`src/rtl/bhf_pkg.sv`:
```
package bhf_pkg;

	// Telemetry snapshot carried by one tick item
	typedef struct packed {
		logic [12:0]        max_cell_mv;
		logic [12:0]        min_cell_mv;
		logic signed [11:0] max_temp_dc;
		logic [15:0]        pack_voltage_cv;
		logic signed [15:0] pack_current_da;
		logic [6:0]         soc_pct;
		logic [6:0]         soh_pct;
		logic               link_a_online;
		logic               comm_ok;
		logic               pack_a_online;
		logic               pack_b_online;
	} bhf_in_t;

	// One CAN frame item
	typedef struct packed {
		logic [10:0] frame_id;
		logic [7:0]  byte0;
		logic [7:0]  byte1;
		logic [7:0]  byte2;
		logic [7:0]  byte3;
		logic [7:0]  byte4;
		logic [7:0]  byte5;
		logic [7:0]  byte6;
		logic [7:0]  byte7;
		logic        last_frame;
		logic [31:0] frames_sent;
	} bhf_out_t;

	// Configuration register file contents
	typedef struct packed {
		logic        enable;
		logic [15:0] heartbeat_period;
		logic [15:0] charge_voltage_limit;
		logic [15:0] cutoff_voltage;
		logic [15:0] charge_current_full;
		logic [15:0] discharge_current_full;
	} bhf_cfg_t;

	// Configuration port
	localparam int CFG_IDX_W  = 3;
	localparam int CFG_DATA_W = 16;

	localparam logic [CFG_IDX_W-1:0] REG_ENABLE      = 3'd0;
	localparam logic [CFG_IDX_W-1:0] REG_PERIOD      = 3'd1;
	localparam logic [CFG_IDX_W-1:0] REG_CHG_V_LIMIT = 3'd2;
	localparam logic [CFG_IDX_W-1:0] REG_CUTOFF_V    = 3'd3;
	localparam logic [CFG_IDX_W-1:0] REG_CHG_I_FULL  = 3'd4;
	localparam logic [CFG_IDX_W-1:0] REG_DCHG_I_FULL = 3'd5;

	localparam logic        RST_ENABLE      = 1'b1;
	localparam logic [15:0] RST_PERIOD      = 16'd1000;
	localparam logic [15:0] RST_CHG_V_LIMIT = 16'd568;
	localparam logic [15:0] RST_CUTOFF_V    = 16'd448;
	localparam logic [15:0] RST_CHG_I_FULL  = 16'd2500;
	localparam logic [15:0] RST_DCHG_I_FULL = 16'd2500;

	// Frame slots within a burst
	localparam int FRAME_IDX_W = 3;
	localparam logic [FRAME_IDX_W-1:0] FRM_LIMITS = 3'd0;
	localparam logic [FRAME_IDX_W-1:0] FRM_SOC    = 3'd1;
	localparam logic [FRAME_IDX_W-1:0] FRM_MEAS   = 3'd2;
	localparam logic [FRAME_IDX_W-1:0] FRM_ALARM  = 3'd3;
	localparam logic [FRAME_IDX_W-1:0] FRM_REQ    = 3'd4;
	localparam logic [FRAME_IDX_W-1:0] FRM_NAME   = 3'd5;

	localparam logic [10:0] ID_LIMITS = 11'h351;
	localparam logic [10:0] ID_SOC    = 11'h355;
	localparam logic [10:0] ID_MEAS   = 11'h356;
	localparam logic [10:0] ID_ALARM  = 11'h359;
	localparam logic [10:0] ID_REQ    = 11'h35C;
	localparam logic [10:0] ID_NAME   = 11'h35E;

	// Cell voltage thresholds, mV
	localparam logic [12:0] CELL_FULL_MV  = 13'd3650;
	localparam logic [12:0] CELL_HIGH_MV  = 13'd3500;
	localparam logic [12:0] CELL_TAPER_MV = 13'd3420;
	localparam logic [12:0] CELL_EMPTY_MV = 13'd2800;

	localparam logic [15:0] CHG_I_HIGH  = 16'd200;
	localparam logic [15:0] CHG_I_TAPER = 16'd800;

	localparam logic signed [11:0] TEMP_ALARM_DC   = 12'sd550;
	localparam logic [15:0]        TEMP_DEFAULT_DC = 16'd245;
	localparam logic [15:0]        PACK_V_MIN_CV   = 16'd4000;
	localparam logic [15:0]        PACK_V_DFLT_CV  = 16'd5340;
	localparam logic [6:0]         SOH_DEFAULT     = 7'd100;

	localparam logic [7:0] ALM_CELL_HIGH = 8'h04;
	localparam logic [7:0] ALM_CELL_LOW  = 8'h10;
	localparam logic [7:0] ALM_TEMP_HIGH = 8'h01;
	localparam logic [7:0] PACKS_ONE     = 8'd1;
	localparam logic [7:0] PACKS_TWO     = 8'd2;

	// Name frame text, eight ASCII bytes
	localparam logic [63:0] NAME_TEXT = 64'h50_59_4C_4F_4E_20_20_20;

endpackage

```
`src/rtl/bhf_cfg_regs.sv`:
```
module bhf_cfg_regs
	import bhf_pkg::*;
(
	input  logic                  clk,
	input  logic                  arst_n,
	input  logic                  cfg_we,
	input  logic [CFG_IDX_W-1:0]  cfg_idx,
	input  logic [CFG_DATA_W-1:0] cfg_wdata,
	output bhf_cfg_t              cfg
);

	bhf_cfg_t cfg_q;

	// Register writes; indexes past the list are dropped
	always_ff @(posedge clk or negedge arst_n) begin
		if (!arst_n) begin
			cfg_q.enable                 <= RST_ENABLE;
			cfg_q.heartbeat_period       <= RST_PERIOD;
			cfg_q.charge_voltage_limit   <= RST_CHG_V_LIMIT;
			cfg_q.cutoff_voltage         <= RST_CUTOFF_V;
			cfg_q.charge_current_full    <= RST_CHG_I_FULL;
			cfg_q.discharge_current_full <= RST_DCHG_I_FULL;
		end else if (cfg_we) begin
			case (cfg_idx)
				REG_ENABLE:      cfg_q.enable                 <= cfg_wdata[0];
				REG_PERIOD:      cfg_q.heartbeat_period       <= cfg_wdata;
				REG_CHG_V_LIMIT: cfg_q.charge_voltage_limit   <= cfg_wdata;
				REG_CUTOFF_V:    cfg_q.cutoff_voltage         <= cfg_wdata;
				REG_CHG_I_FULL:  cfg_q.charge_current_full    <= cfg_wdata;
				REG_DCHG_I_FULL: cfg_q.discharge_current_full <= cfg_wdata;
				default: ;
			endcase
		end
	end

	assign cfg = cfg_q;

endmodule

```
`src/rtl/bhf_tick_ctrl.sv`:
```
module bhf_tick_ctrl
	import bhf_pkg::*;
(
	input  logic     clk,
	input  logic     arst_n,
	input  bhf_cfg_t cfg,
	input  logic     accept,
	input  logic     link_up,
	output logic     fire
);

	logic [15:0] tick_q;
	logic [15:0] tick_next;
	logic [15:0] period;
	logic        due;

	// A zero period acts as one; a count past the period fires at once
	assign period    = (cfg.heartbeat_period == '0) ? 16'd1 : cfg.heartbeat_period;
	assign tick_next = tick_q + 16'd1;
	assign due       = (tick_next >= period) || (tick_next == '0);
	assign fire      = cfg.enable && due && link_up;

	always_ff @(posedge clk or negedge arst_n) begin
		if (!arst_n) begin
			tick_q <= '0;
		end else if (accept && cfg.enable) begin
			tick_q <= due ? '0 : tick_next;
		end
	end

endmodule

```
`src/rtl/bhf_frame_build.sv`:
```
module bhf_frame_build
	import bhf_pkg::*;
(
	input  bhf_in_t                snap,
	input  bhf_cfg_t               cfg,
	input  logic [FRAME_IDX_W-1:0] idx,
	input  logic [31:0]            total,
	output bhf_out_t               frame
);

	logic [15:0] chg;
	logic [15:0] dchg;
	logic [15:0] pv_word;
	logic [15:0] temp_word;
	logic [15:0] cur_word;
	logic [6:0]  soh;
	logic [7:0]  alarm;
	logic [7:0]  req;
	logic        cell_full;
	logic        cell_empty;

	// Limits, defaults and flags used by the frame payloads
	always_comb begin
		cell_full  = snap.max_cell_mv >= CELL_FULL_MV;
		cell_empty = snap.min_cell_mv <= CELL_EMPTY_MV;
		if (cell_full)
			chg = '0;
		else if (snap.max_cell_mv >= CELL_HIGH_MV)
			chg = CHG_I_HIGH;
		else if (snap.max_cell_mv >= CELL_TAPER_MV)
			chg = CHG_I_TAPER;
		else
			chg = cfg.charge_current_full;
		dchg      = cell_empty ? '0 : cfg.discharge_current_full;
		soh       = (snap.soh_pct == '0) ? SOH_DEFAULT : snap.soh_pct;
		pv_word   = (snap.pack_voltage_cv <= PACK_V_MIN_CV) ? PACK_V_DFLT_CV
			: snap.pack_voltage_cv;
		// positive temperature, so zero-extension equals sign extension
		temp_word = (snap.max_temp_dc > 12'sd0) ? {4'b0, snap.max_temp_dc}
			: TEMP_DEFAULT_DC;
		cur_word  = snap.pack_current_da;
		alarm     = (cell_full ? ALM_CELL_HIGH : 8'h00)
			| (cell_empty ? ALM_CELL_LOW : 8'h00)
			| ((snap.max_temp_dc >= TEMP_ALARM_DC) ? ALM_TEMP_HIGH : 8'h00);
		req       = {(chg != '0), (dchg != '0), 6'b0};
	end

	// Payload selection by slot
	always_comb begin
		frame             = '0;
		frame.frames_sent = total;
		case (idx)
			FRM_LIMITS: begin
				frame.frame_id = ID_LIMITS;
				{frame.byte1, frame.byte0} = cfg.charge_voltage_limit;
				{frame.byte3, frame.byte2} = chg;
				{frame.byte5, frame.byte4} = dchg;
				{frame.byte7, frame.byte6} = cfg.cutoff_voltage;
			end
			FRM_SOC: begin
				frame.frame_id = ID_SOC;
				frame.byte0    = {1'b0, snap.soc_pct};
				frame.byte2    = {1'b0, soh};
			end
			FRM_MEAS: begin
				frame.frame_id = ID_MEAS;
				{frame.byte1, frame.byte0} = pv_word;
				{frame.byte3, frame.byte2} = cur_word;
				{frame.byte5, frame.byte4} = temp_word;
			end
			FRM_ALARM: begin
				frame.frame_id = ID_ALARM;
				frame.byte0    = alarm;
				frame.byte4    = (snap.pack_a_online && snap.pack_b_online) ? PACKS_TWO
					: PACKS_ONE;
			end
			FRM_REQ: begin
				frame.frame_id = ID_REQ;
				frame.byte0    = req;
			end
			FRM_NAME: begin
				frame.frame_id   = ID_NAME;
				{frame.byte0, frame.byte1, frame.byte2, frame.byte3,
					frame.byte4, frame.byte5, frame.byte6, frame.byte7} = NAME_TEXT;
				frame.last_frame = 1'b1;
			end
			default: ;
		endcase
	end

endmodule

```
`src/rtl/bhf_burst_seq.sv`:
```
module bhf_burst_seq
	import bhf_pkg::*;
(
	input  logic     clk,
	input  logic     arst_n,
	input  bhf_cfg_t cfg,
	input  logic     start,
	input  bhf_in_t  in_data,
	output logic     busy,
	output logic     out_valid,
	input  logic     out_ready,
	output bhf_out_t out_data
);

	bhf_in_t                snap_s1;
	logic                   active_q;
	logic [FRAME_IDX_W-1:0] idx_q;
	logic [31:0]            total_q;
	logic                   out_valid_q;
	bhf_out_t               out_q;
	bhf_out_t               frame;
	logic                   load;

	// Output register free or draining this cycle
	assign load = active_q && (!out_valid_q || out_ready);

	bhf_frame_build u_build (
		.snap  (snap_s1),
		.cfg   (cfg),
		.idx   (idx_q),
		.total (total_q + 32'd1),
		.frame (frame)
	);

	// Snapshot of the tick that opened the burst
	always_ff @(posedge clk) begin
		if (start)
			snap_s1 <= in_data;
	end

	// Slot counter and running frame count
	always_ff @(posedge clk or negedge arst_n) begin
		if (!arst_n) begin
			active_q <= 1'b0;
			idx_q    <= FRM_LIMITS;
			total_q  <= '0;
		end else if (start) begin
			active_q <= 1'b1;
			idx_q    <= FRM_LIMITS;
		end else if (load) begin
			total_q <= total_q + 32'd1;
			idx_q   <= idx_q + 1'b1;
			if (idx_q == FRM_NAME)
				active_q <= 1'b0;
		end
	end

	// Output register
	always_ff @(posedge clk or negedge arst_n) begin
		if (!arst_n) begin
			out_valid_q <= 1'b0;
		end else if (load) begin
			out_valid_q <= 1'b1;
		end else if (out_ready) begin
			out_valid_q <= 1'b0;
		end
	end

	always_ff @(posedge clk) begin
		if (load)
			out_q <= frame;
	end

	assign busy      = active_q;
	assign out_valid = out_valid_q;
	assign out_data  = out_q;

endmodule

```
`src/rtl/bms_can_heartbeat_framer_unit.sv`:
```
// Battery status CAN framer. Each input item is one millisecond tick with a
// telemetry snapshot. While enabled the block counts ticks; when the count
// reaches heartbeat_period (zero acts as one) the count restarts and, if
// either telemetry link is up, a burst of six frames 0x351, 0x355, 0x356,
// 0x359, 0x35C, 0x35E follows, one per cycle while out_ready is high, with
// last_frame on 0x35E. A tick opening no burst leaves in_ready high, so ticks
// may arrive back to back; one opening a burst holds in_ready low until all
// six frames are loaded (longer if out_ready stalls); a new tick is taken
// while the final frame still waits. The user must write configuration
// through cfg_we/cfg_idx/cfg_wdata only while no burst is pending; the
// block does not enforce it. Ticks go via the snapshot and output registers.
module bms_can_heartbeat_framer_unit
	import bhf_pkg::*;
(
	input  logic                  clk,
	input  logic                  arst_n,
	input  logic                  in_valid,
	output logic                  in_ready,
	input  bhf_in_t               in_data,
	output logic                  out_valid,
	input  logic                  out_ready,
	output bhf_out_t              out_data,
	input  logic                  cfg_we,
	input  logic [CFG_IDX_W-1:0]  cfg_idx,
	input  logic [CFG_DATA_W-1:0] cfg_wdata
);

	bhf_cfg_t cfg;
	logic     accept;
	logic     fire;
	logic     busy;

	assign in_ready = !busy;
	assign accept   = in_valid && in_ready;

	bhf_cfg_regs u_cfg (
		.clk       (clk),
		.arst_n    (arst_n),
		.cfg_we    (cfg_we),
		.cfg_idx   (cfg_idx),
		.cfg_wdata (cfg_wdata),
		.cfg       (cfg)
	);

	bhf_tick_ctrl u_tick (
		.clk     (clk),
		.arst_n  (arst_n),
		.cfg     (cfg),
		.accept  (accept),
		.link_up (in_data.link_a_online || in_data.comm_ok),
		.fire    (fire)
	);

	bhf_burst_seq u_seq (
		.clk       (clk),
		.arst_n    (arst_n),
		.cfg       (cfg),
		.start     (accept && fire),
		.in_data   (in_data),
		.busy      (busy),
		.out_valid (out_valid),
		.out_ready (out_ready),
		.out_data  (out_data)
	);

endmodule

```
`config.mk`:
```
export PLATFORM = sky130hd
export DESIGN_NAME = bms_can_heartbeat_framer_unit
export DESIGN_NICKNAME = d
export VERILOG_FILES = /design/src/rtl/bhf_pkg.sv /design/src/rtl/bhf_cfg_regs.sv /design/src/rtl/bhf_tick_ctrl.sv /design/src/rtl/bhf_frame_build.sv /design/src/rtl/bhf_burst_seq.sv /design/src/rtl/bms_can_heartbeat_framer_unit.sv
export SDC_FILE = /design/constraint.sdc
export NUM_CORES = 1
export LEC_CHECK = 0
export CAP_MARGIN = 40
export CORE_MARGIN = 10
export CORE_UTILIZATION = 49
export DETAILED_ROUTE_END_ITERATION = 10
export DONT_BUFFER_PORTS = 1
export PLACE_DENSITY = 0.73
export SETUP_SLACK_MARGIN = 0.4
export SLEW_MARGIN = 30
export SYNTH_ARGS = -nofsm -noshare
export SYNTH_HDL_FRONTEND = slang
export SYNTH_HIERARCHICAL = 1
export SYNTH_SLANG_ARGS = --single-unit
export TNS_END_PERCENT = 50
```
`constraint.sdc`:
```
create_clock -name clk -period 5.19 [get_ports clk]
set_input_delay 1.557 -clock clk [delete_from_list [all_inputs] [get_ports clk]]
set_output_delay 1.557 -clock clk [all_outputs]
set_load 0.01 [all_outputs]
```
==> results of run 1 <==
==> stage by stage <==
| step | area (um2) | hold slack, ns | instances | setup WS [ns] |
|---|---|---|---|---|
| floorplan | 14600 | 0.466 | 1068 | 0.595 |
| global placement | 14600 | 0.478 | 1384 | 0.965 |
| detailed placement | 14600 | 0.488 | 1385 | 0.987 |
| CTS | 15900 | 0.502 | 1451 | 0.969 |
| global route | 15900 | 0.515 | 1452 | 0.633 |
| finish | 15900 | 0.496 | 1452 | 0.903 |
==> layer usage <==
layer	share of wire	track usage	vias to the layer above
met5	0	0	-
li1	-	-	3831
met1	0.43	0.238	4146
met2	0.47	0.285	327
met3	0.082	0.0575	47
met4	0.020	0.0486	0
==> critical path: stages (launching register included) <==
cell and delay, ns:
dfrtp_1 0.50, ha_1 0.30, and2_1 0.29, nand4_1 0.16, xnor2_1 0.30, ha_1 0.29, nand2_1 0.08, o21ai_0 0.09
a221o_1 0.36, a211oi_4 0.22, o41ai_2 0.16, and3_1 0.21, and3b_4 0.18, nand2b_1 0.25, nor2_1 0.14, buf_4 0.29
nand4_1 0.16, xnor2_1 0.18
==> registers in the layout, summed over array words and instances, names as in the netlist <==
register / flops
u_seq/total_q: 32
u_seq/out_data: 108
u_seq/out_valid: 1
u_seq/idx_q: 3
u_seq/busy: 1
u_cfg/cfg: 81
u_tick/tick_q: 16
u_seq/snap_s1: 85
==> power by group through the flow <==
stage               registers [W]  logic, W  clock network (W)
floorplan                 0.00364  0.000953                  0
global placement          0.00379   0.00111                  0
detailed placement        0.00380   0.00116                  0
CTS                       0.00376   0.00116            0.00273
global route              0.00380   0.00130            0.00283
finish                    0.00375   0.00116            0.00267
==> how the worst min path moves through the flow <==
stage                                  startpoint                             to  slack [ns]  cells after the start
detailed placement      u_cfg/cfg[47]$_DFFE_PN0P_      u_cfg/cfg[47]$_DFFE_PN0P_        0.49                      1
global placement    u_seq/total_q[31]$_DFFE_PN0P_  u_seq/total_q[31]$_DFFE_PN0P_        0.48                      1
floorplan           u_seq/total_q[31]$_DFFE_PN0P_  u_seq/total_q[31]$_DFFE_PN0P_        0.47                      1
finish                  u_cfg/cfg[47]$_DFFE_PN0P_      u_cfg/cfg[47]$_DFFE_PN0P_        0.50                      1
CTS                     u_cfg/cfg[47]$_DFFE_PN0P_      u_cfg/cfg[47]$_DFFE_PN0P_        0.50                      1
global route            u_cfg/cfg[47]$_DFFE_PN0P_      u_cfg/cfg[47]$_DFFE_PN0P_        0.52                      1
==> area by class of cell <==
type	instances	area, um2	share of cell area
Clock inverter	15	219	0.0137
Sequential cell	327	9180	0.576
Multi-Input combinational cell	627	4770	0.299
Tap cell	390	488	0.0306
Inverter	32	123	0.00769
Clock buffer	51	1060	0.0666
Timing Repair Buffer	10	98.8	0.00620
==> cells in the final DEF, fill, tap and decap left out, drive strengths merged, types with 4 or more instances in the layout <==
master	instances
nand3	40
mux2i	4
ha	20
nand2b	9
clkbuf	51
nand3b	4
edfxtp	193
clkinv	10
a22oi	5
nand2	78
a21o	10
o21ai	21
a21oi	29
xor2	22
a22o	12
mux2	81
nand4	31
and3	16
inv	33
nor2	44
and2	19
nor4	28
nor3	23
and4	4
dfrtp	110
xnor2	57
buf	10
or2	5
dfstp	24
a221o	10
==> results.ini, run 1 <==
[setup_path]
required_ns = 5.60
cp_max_fo = 20
crit_end = u_seq/total_q[18]$_DFFE_PN0P_
path_class = flip-flop to flip-flop
cp_data_arrival_time_ns = 4.69
r2r_setup_slack_ns = 0.90
end_kind = flip-flop
r2r_cells = 17
startpoint = u_tick/tick_q[0]$_DFFE_PN0P_
start_kind = flip-flop
r2r-start = u_tick/tick_q[0]$_DFFE_PN0P_
worst_r2r_endpoint = u_seq/total_q[18]$_DFFE_PN0P_

[global_route]
grt_pass1_wl_um = 51900
antenna_found_initial = 0
grt_max_degree = 135
grt_pass1_vias = 8419
grt_overflow = 0
grt_usage = 0.182

[floorplan]
dieHeight_um = 193
core_mm2 = 0.0296
rows = 63
io_pins = 222
initial_core_util = 0.494
die_x_um = 193
die_area_mm2 = 0.0371

[detailed_routing]
vias = 8351
vias_per_cell = 5.75
dr.pass1.iters = 5
wl_per_cell_um = 23.5
postRouteAntennaNets = 0
drt_first_iter_violations = 665
drc = 0
wl_um = 34100

[pwr]
p_clk_frac = 0.352
vdd_drop_max_uv = 488
p_switching_w = 0.00218
p_sw_frac = 0.287
total_power_w = 0.00758
combPwrFrac = 0.154
p_int_w = 0.00541
p_per_area_mw_per_mm2 = 476
p_seq_frac = 0.494
leakagePower_nw = 6.11

[logic_synthesis]
postSynthAreaPerCell_um2 = 13.7
syn-instance-count = 1066
yosysWarnings = 6
synth_area_mm2 = 0.0146

[place]
portBuffers = 0
place_congestion = 0.860
dp_hpwl_um = 23600

[timing]
finalHoldViolCount = 0
post-route-min-period_ns = 4.29
finalClockSkew_ns = 0.0227
maxSlewHeadroom = 0.407
slew_violations = 0
rsz0062_at_grt = no
fmax_mhz = 233
finalCritPeriodShare = 0.826
final-setup-viol-count = 0
finalSetupTns_ns = 0
tightest_slew_ns = 0.890

[cells_and_area]
drive_above_1_share = 0.199
n_antenna_cell = 0
final_util = 0.539
area_growth_pct = 9.09
fin_nets = 1166
n_fill_cell = 2390

[flow_run]
cap_violations = 0

[clocking]
numCtsBuffers = 36
cts_resized = 0
clock_sinks = 327
root_buffer = clkbuf_16
htreeDepth = 2
clk_pin_slew_ns = 0.07
cts_tree = built
cts_setup_buffers = 0
clock_latency_ns = 0.53
cts.path.max_buffers = 3
postCtsHoldBufs = 0

[hold_path]
hold_class = flip-flop to flip-flop

[run_status]
status = finished clean

(Power assumes the default switching activity.)
==> run 2: changes to the inputs <==
PLACE_DENSITY = 0.71   (was 0.73)
clock period = 3.95 ns   (was 5.19 ns; I/O delays follow)
==> run 2 against run 1 <==
  * Wire length up 6.5%
  * First-iteration DRC count increased by 2.0%
  * Die area stayed put
  * Setup slack worse by 0.69 ns
  * Critical path depth did not move
  * Critical endpoint is now u_seq/total_q[15]$_DFFE_PN0P_
  * Highest routed layer is now met5
  * Fmax increased by 15%
  * Combinational power increased by 52%
  * Non-clock buffer count increased by 49
  * Utilization is 2.2 points higher
  * Worst hold slack got worse by 0.13 ns
==> results.ini, run 2 (synthesized netlist as in run 1, its figures left out) <==
[timing]
rsz0062_at_grt = yes
tightest_slew_ns = 0.771  ; -0.119 ns
fmax_mhz = 267  ; +15%
finalHoldViolCount = 0  ; unchanged
slew_violations = 0  ; unchanged
maxSlewHeadroom = 0.486  ; +0.0796
finalClockSkew_ns = 0.0356  ; +0.0129 ns
finalWorstSetupSlack_ns = 0.209  ; -0.694 ns
timing.hold.ws_ns = 0.362  ; -0.135 ns
final-setup-viol-count = 0  ; unchanged
finalCritPeriodShare = 0.947  ; +0.121
post-route-min-period_ns = 3.74  ; -0.546 ns
finalSetupTns_ns = 0  ; unchanged

[setup_path]
slowest_stage = dfrtp_1
startpoint = u_tick/tick_q[6]$_DFFE_PN0P_
critPathMaxStageDelay_ns = 0.42  ; -0.08 ns
r2r_cells = 17  ; unchanged
start_kind = flip-flop
crit_chain = and4_4 > buf_4 > nand3_2 > xnor2_1 > ha_1 > nand4_1 > nor2_2 > a221o_1 > a211oi_4 > o41ai_4 > and3_1 > and3b_4 > nand2b_4 > nor4_4 > buf_6 > nand4_1 > xnor2_1
cp_max_fo = 7  ; -65%
r2r_setup_slack_ns = 0.21  ; -0.69 ns
required_ns = 4.35  ; -1.25 ns
r2r-start = u_tick/tick_q[6]$_DFFE_PN0P_
cp_data_arrival_time_ns = 4.14  ; -0.55 ns
end_kind = flip-flop
worst_r2r_endpoint = u_seq/total_q[15]$_DFFE_PN0P_
path_class = flip-flop to flip-flop

[pwr]
vdd_drop_max_uv = 403  ; -17%
leakagePower_nw = 6.43  ; +5.2%
p_seq_frac = 0.504  ; +0.010
p_per_area_mw_per_mm2 = 588  ; +24%
p_int_w = 0.00690  ; +28%
combPwrFrac = 0.180  ; +0.026
p_switching_w = 0.00285  ; +31%
total_power_w = 0.00975  ; +29%
p_sw_frac = 0.293  ; +0.00541
p_clk_frac = 0.315  ; -0.037

[place]
dp_slack_ns = 0.0618  ; -0.925 ns
place_congestion = 0.879  ; +2.2%
portBuffers = 0  ; unchanged
dpl.cell_count = 1406  ; +1.5%
dp_hpwl_um = 25000  ; +5.9%

[clocking]
clk_pin_slew_ns = 0.06  ; about the same
postCtsHoldBufs = 0  ; unchanged
cts.path.max_buffers = 3  ; unchanged
clock_sinks = 327  ; unchanged
htreeDepth = 2  ; unchanged
numCtsBuffers = 35  ; -2.8%
root_buffer = clkbuf_16
cts_tree = built
clock_latency_ns = 0.54  ; about the same

[cells_and_area]
largest_register_ff_count = 108  ; unchanged
fin_cells = 1501  ; +3.4%
area_growth_pct = 13.5
mostFrequentLayoutCells = edfxtp_1 (193), dfrtp_1 (104), nand2_1 (72)
fin_nets = 1214  ; +4.1%
drive_above_1_share = 0.267  ; +0.0682
final_common_cell = edfxtp_1

[detailed_routing]
wl_per_cell_um = 24.2  ; +3.0%
dr.pass1.iters = 5  ; unchanged
wl_um = 36300  ; +6.5%
vias_per_cell = 5.76  ; +0.18%
drc = 0  ; unchanged
drt_first_iter_violations = 678  ; +2.0%
vias = 8648  ; +3.6%
postRouteAntennaNets = 0  ; unchanged

[floorplan]
die_area_mm2 = 0.0371  ; unchanged
io_pins = 222  ; unchanged
die_x_um = 193  ; unchanged
core_mm2 = 0.0296  ; unchanged
dieHeight_um = 193  ; unchanged
rows = 63  ; unchanged
initial_core_util = 0.494  ; unchanged

[global_route]
grt_overflow = 0  ; unchanged
grt_max_degree = 135  ; unchanged
grt_pass1_wl_um = 53100  ; +2.3%
antenna_found_initial = 5  ; +5
grt_pass1_vias = 8714  ; +3.5%
grt_usage = 0.187  ; +0.00584

[flow_run]
cap_violations = 0  ; unchanged

[run_status]
status = finished clean

[hold_path]
hold_class = primary input to asynchronous set/reset pin

## run 2: changes by cell type in the layout (fill, tap and decap cells not counted), moves of 5 or more
| cell | delta |
|---|---|
| dfrtp_2 | +6 |
| xnor2_2 | +6 |
| buf_4 | +39 |
| clkinv_2 | +6 |
| nand2_1 | -5 |
| nor2_1 | -5 |
| nand2_2 | +5 |
| dfrtp_1 | -6 |
| xnor2_1 | -6 |
## run 2: per-layer routing
metal,part of all wire,global-route usage,vias to the layer above
met5,0.00099,0,-
met1,0.40,0.233,4325
li1,-,-,3925
met2,0.50,0.308,331
met4,0.021,0.0566,6
met3,0.080,0.0578,61
## run 2: power by group through the flow
stage	logic (W)	clock network, W	registers (W)
6_report	0.00176	0.00308	0.00492
2_1_floorplan	0.00131	0	0.00479
5_1_grt	0.00192	0.00328	0.00499
3_5_place_dp	0.00164	0	0.00500
4_1_cts	0.00170	0.00314	0.00494
3_3_place_gp	0.00159	0	0.00499
## run 2: timing repair
item                                    CTS  global route
endpoints found under the setup margin   80           121
cloned                                    0             5
setup buffers                            15             8
pin swaps                                21             8
gates resized for setup                  25            15
## run 2: worst max path at each step
stage | end | slack, ns
after floorplan | u_seq/out_data[0]$_DFFE_PP_ | -0.08
after global placement | u_seq/total_q[21]$_DFFE_PN0P_ | 0.16
after detailed placement | u_seq/total_q[15]$_DFFE_PN0P_ | 0.06
after CTS | u_seq/total_q[15]$_DFFE_PN0P_ | 0.25
after global routing | u_seq/total_q[15]$_DFFE_PN0P_ | 0.08
final | u_seq/total_q[15]$_DFFE_PN0P_ | 0.21
## run 2: layout make-up
cell class                      instances  area (um2)
Multi-Input combinational cell        627        5100
Fill cell                            2332       13000
Inverter                               32         123
Clock buffer                           48         945
Clock inverter                         16         140
Antenna cell                            2        5.00
Timing Repair Buffer                   59         587
Tap cell                              390         488
Sequential cell                       327        9190
## run 2: metrics by stage
stage,util,cell area [um2]
after floorplan,-,14800
after global placement,0.506,15000
after detailed placement,0.507,15000
after CTS,0.553,16300
after global routing,0.561,16600
final,0.561,16600
## run 2: worst max-delay path, delay by kind of cell, from the launching register on
kind                     cells  cell delay [ns]
flip-flops                   1             0.42
AO/OA/AOI/OAI                3             0.70
buffers and inverters        2             0.31
XOR/XNOR                     2             0.44
AND/OR/NAND/NOR              9             1.45
adder cells (fa/ha/maj)      1             0.30
==> run 3: changes to the inputs <==
CTS_CLUSTER_SIZE = 30   (was not set)
GPL_TIMING_DRIVEN = 0   (was not set)
==> run 3 against run 2 <==
  * Sequential share of layout area shrank 2.3 points
  * Final area rose by 4.4%
  * Non-clock buffer count rose by 77
  * Wire length increased by 1.6%
  * Via count grew 4.6%
  * Critical endpoint is now u_seq/total_q[19]$_DFFE_PN0P_
  * Largest power group unchanged
  * Sequential power is 1% lower
  * Worst hold slack better by 0.0014 ns
==> results.ini, run 3 (synthesized netlist as in run 1, its figures left out) <==
[detailed_routing]
vias_per_cell = 5.72  ; -0.66%
vias = 9049  ; +4.6%
postRouteAntennaNets = 0  ; unchanged
dr.pass1.iters = 5  ; unchanged
wl_per_cell_um = 23.3  ; -3.5%
wl_um = 36900  ; +1.6%
drt_first_iter_violations = 755  ; +11%
drc = 0  ; unchanged

[floorplan]
initial_core_util = 0.494  ; unchanged
rows = 63  ; unchanged
dieHeight_um = 193  ; unchanged
core_mm2 = 0.0296  ; unchanged
io_pins = 222  ; unchanged
die_x_um = 193  ; unchanged
die_area_mm2 = 0.0371  ; unchanged

[timing]
finalSetupTns_ns = 0  ; unchanged
fmax_mhz = 256  ; -4.4%
finalCritPeriodShare = 0.991  ; +0.0436
rsz0062_at_grt = yes
maxSlewHeadroom = 0.462  ; -0.0240
slew_violations = 0  ; unchanged
finalHoldViolCount = 0  ; unchanged
final-setup-viol-count = 0  ; unchanged
post-route-min-period_ns = 3.91  ; +0.172 ns
finalWorstSetupSlack_ns = 0.0365  ; -0.172 ns
tightest_slew_ns = 0.802  ; +0.0316 ns
finalClockSkew_ns = 0.0363  ; +0.000722 ns

[place]
portBuffers = 0  ; unchanged
place_congestion = 0.891  ; +1.3%
dp_hpwl_um = 25500  ; +2.0%
dp_slack_ns = -0.532  ; -0.594 ns

[clocking]
numCtsBuffers = 36  ; +2.9%
cts_tree = built
htreeDepth = 2  ; unchanged
clock_latency_ns = 0.53  ; about the same
clock_sinks = 327  ; unchanged
root_buffer = clkbuf_16
clk_pin_slew_ns = 0.06  ; about the same
cts.path.max_buffers = 3  ; unchanged

[global_route]
grt_pass1_vias = 9240  ; +6.0%
antenna_found_initial = 6  ; +1
grt_overflow = 0  ; unchanged
grt_usage = 0.195  ; +0.00742
grt_max_degree = 135  ; unchanged
grt_pass1_wl_um = 55100  ; +3.9%

[pwr]
combPwrFrac = 0.194  ; +0.014
p_clk_frac = 0.325  ; +0.010
vdd_drop_max_uv = 431  ; +7.1%
p_per_area_mw_per_mm2 = 586  ; -0.45%
p_sw_frac = 0.291  ; -0.00172
p_switching_w = 0.00295  ; +3.3%
p_int_w = 0.00718  ; +4.1%
leakagePower_nw = 6.87  ; +6.9%
p_seq_frac = 0.481  ; -0.023

[cells_and_area]
largest_register_ff_count = 108  ; unchanged
final_common_cell = edfxtp_1
area_growth_pct = 18.4
mostFrequentLayoutCells = edfxtp_1 (193), dfrtp_1 (102), buf_4 (77)
drive_above_1_share = 0.308  ; +0.0412
fin_nets = 1292  ; +6.4%

[run_status]
status = finished clean

[setup_path]
path_class = flip-flop to flip-flop
required_ns = 4.34  ; about the same
cp_max_fo = 5  ; -2
start_kind = flip-flop
end_kind = flip-flop
startpoint = u_tick/tick_q[0]$_DFFE_PN0P_
cp_data_arrival_time_ns = 4.30  ; +0.16 ns
r2r-start = u_tick/tick_q[0]$_DFFE_PN0P_

[flow_run]
cap_violations = 0  ; unchanged

[hold_path]
hold_class = primary input to asynchronous set/reset pin

run 3: final cells by class:
| cell class | instances | area (um2) |
|---|---|---|
| Fill cell | 2256 | 12300 |
| Timing Repair Buffer | 54 | 591 |
| Sequential cell | 327 | 9190 |
| Antenna cell | 3 | 7.51 |
| Buffer | 82 | 597 |
| Tap cell | 390 | 488 |
| Inverter | 32 | 125 |
| Clock inverter | 18 | 180 |
| Clock buffer | 48 | 977 |
| Multi-Input combinational cell | 627 | 5140 |
run 3: critical path: stages, from the launching register on:
cell	delay (ns)
dfrtp_2	0.42
ha_4	0.20
and2_4	0.19
nand4_1	0.16
xnor2_2	0.29
ha_1	0.29
nand2_2	0.07
o21ai_0	0.09
a221o_1	0.36
a211oi_4	0.22
o41ai_4	0.15
and3_1	0.19
and3b_4	0.19
buf_12	0.13
nand2b_4	0.17
nor2_4	0.19
buf_6	0.12
buf_8	0.12
nand3_2	0.08
xnor2_1	0.15
run 3: per-stage QoR:
step / utilization / cell area, um2 / hold slack, ns / std cells / total power (W)
finish: 0.585 / 17300 / 0.363 / 1581 / 0.0101
global route: 0.585 / 17300 / 0.338 / 1579 / 0.0106
CTS: 0.578 / 17100 / 0.343 / 1567 / 0.0102
detailed placement: 0.519 / 15400 / 0.484 / 1461 / 0.00672
global placement: 0.517 / 15300 / 0.480 / 1458 / 0.00666
floorplan: - / 14800 / 0.466 / 1068 / 0.00610
run 3: repair_timing:
item                       4_1_cts  5_1_grt
setup buffers                   36       11
gates cloned                     4        0
resized for setup               40       21
hold buffers                     0        0
setup endpoints to repair      112      121
pin swaps                       34       27
run 3: layer usage:
| metal | wire [um] | vias up | track usage |
|---|---|---|---|
| met4 | 1200 | 6 | 0.0695 |
| met1 | 14600 | 4516 | 0.238 |
| li1 | - | 4093 | - |
| met5 | 35 | - | 0 |
| met2 | 18000 | 359 | 0.322 |
| met3 | 3060 | 75 | 0.0567 |
run 3: power groups by stage:
stage	Sequential (W)	Clock (W)	Combinational, W
after global routing	0.00493	0.00348	0.00214
after CTS	0.00488	0.00335	0.00193
after detailed placement	0.00495	0	0.00177
after global placement	0.00499	0	0.00168
final	0.00487	0.00329	0.00197
after floorplan	0.00479	0	0.00131
run 3: path summary, 6_finish.rpt:
kind,endpoint,slack (ns),cells past startpoint
setup / recovery,u_seq/total_q[19]$_DFFE_PN0P_,0.04,19
hold / removal,u_seq/total_q[19]$_DFFE_PN0P_,0.36,0
setup reg to reg,u_seq/total_q[19]$_DFFE_PN0P_,0.04,19
hold reg to reg,u_seq/total_q[31]$_DFFE_PN0P_,0.49,1
max in group asynchronous,u_cfg/cfg[2]$_DFFE_PN1P_,3.30,0
min in group clk,u_seq/total_q[31]$_DFFE_PN0P_,0.49,1
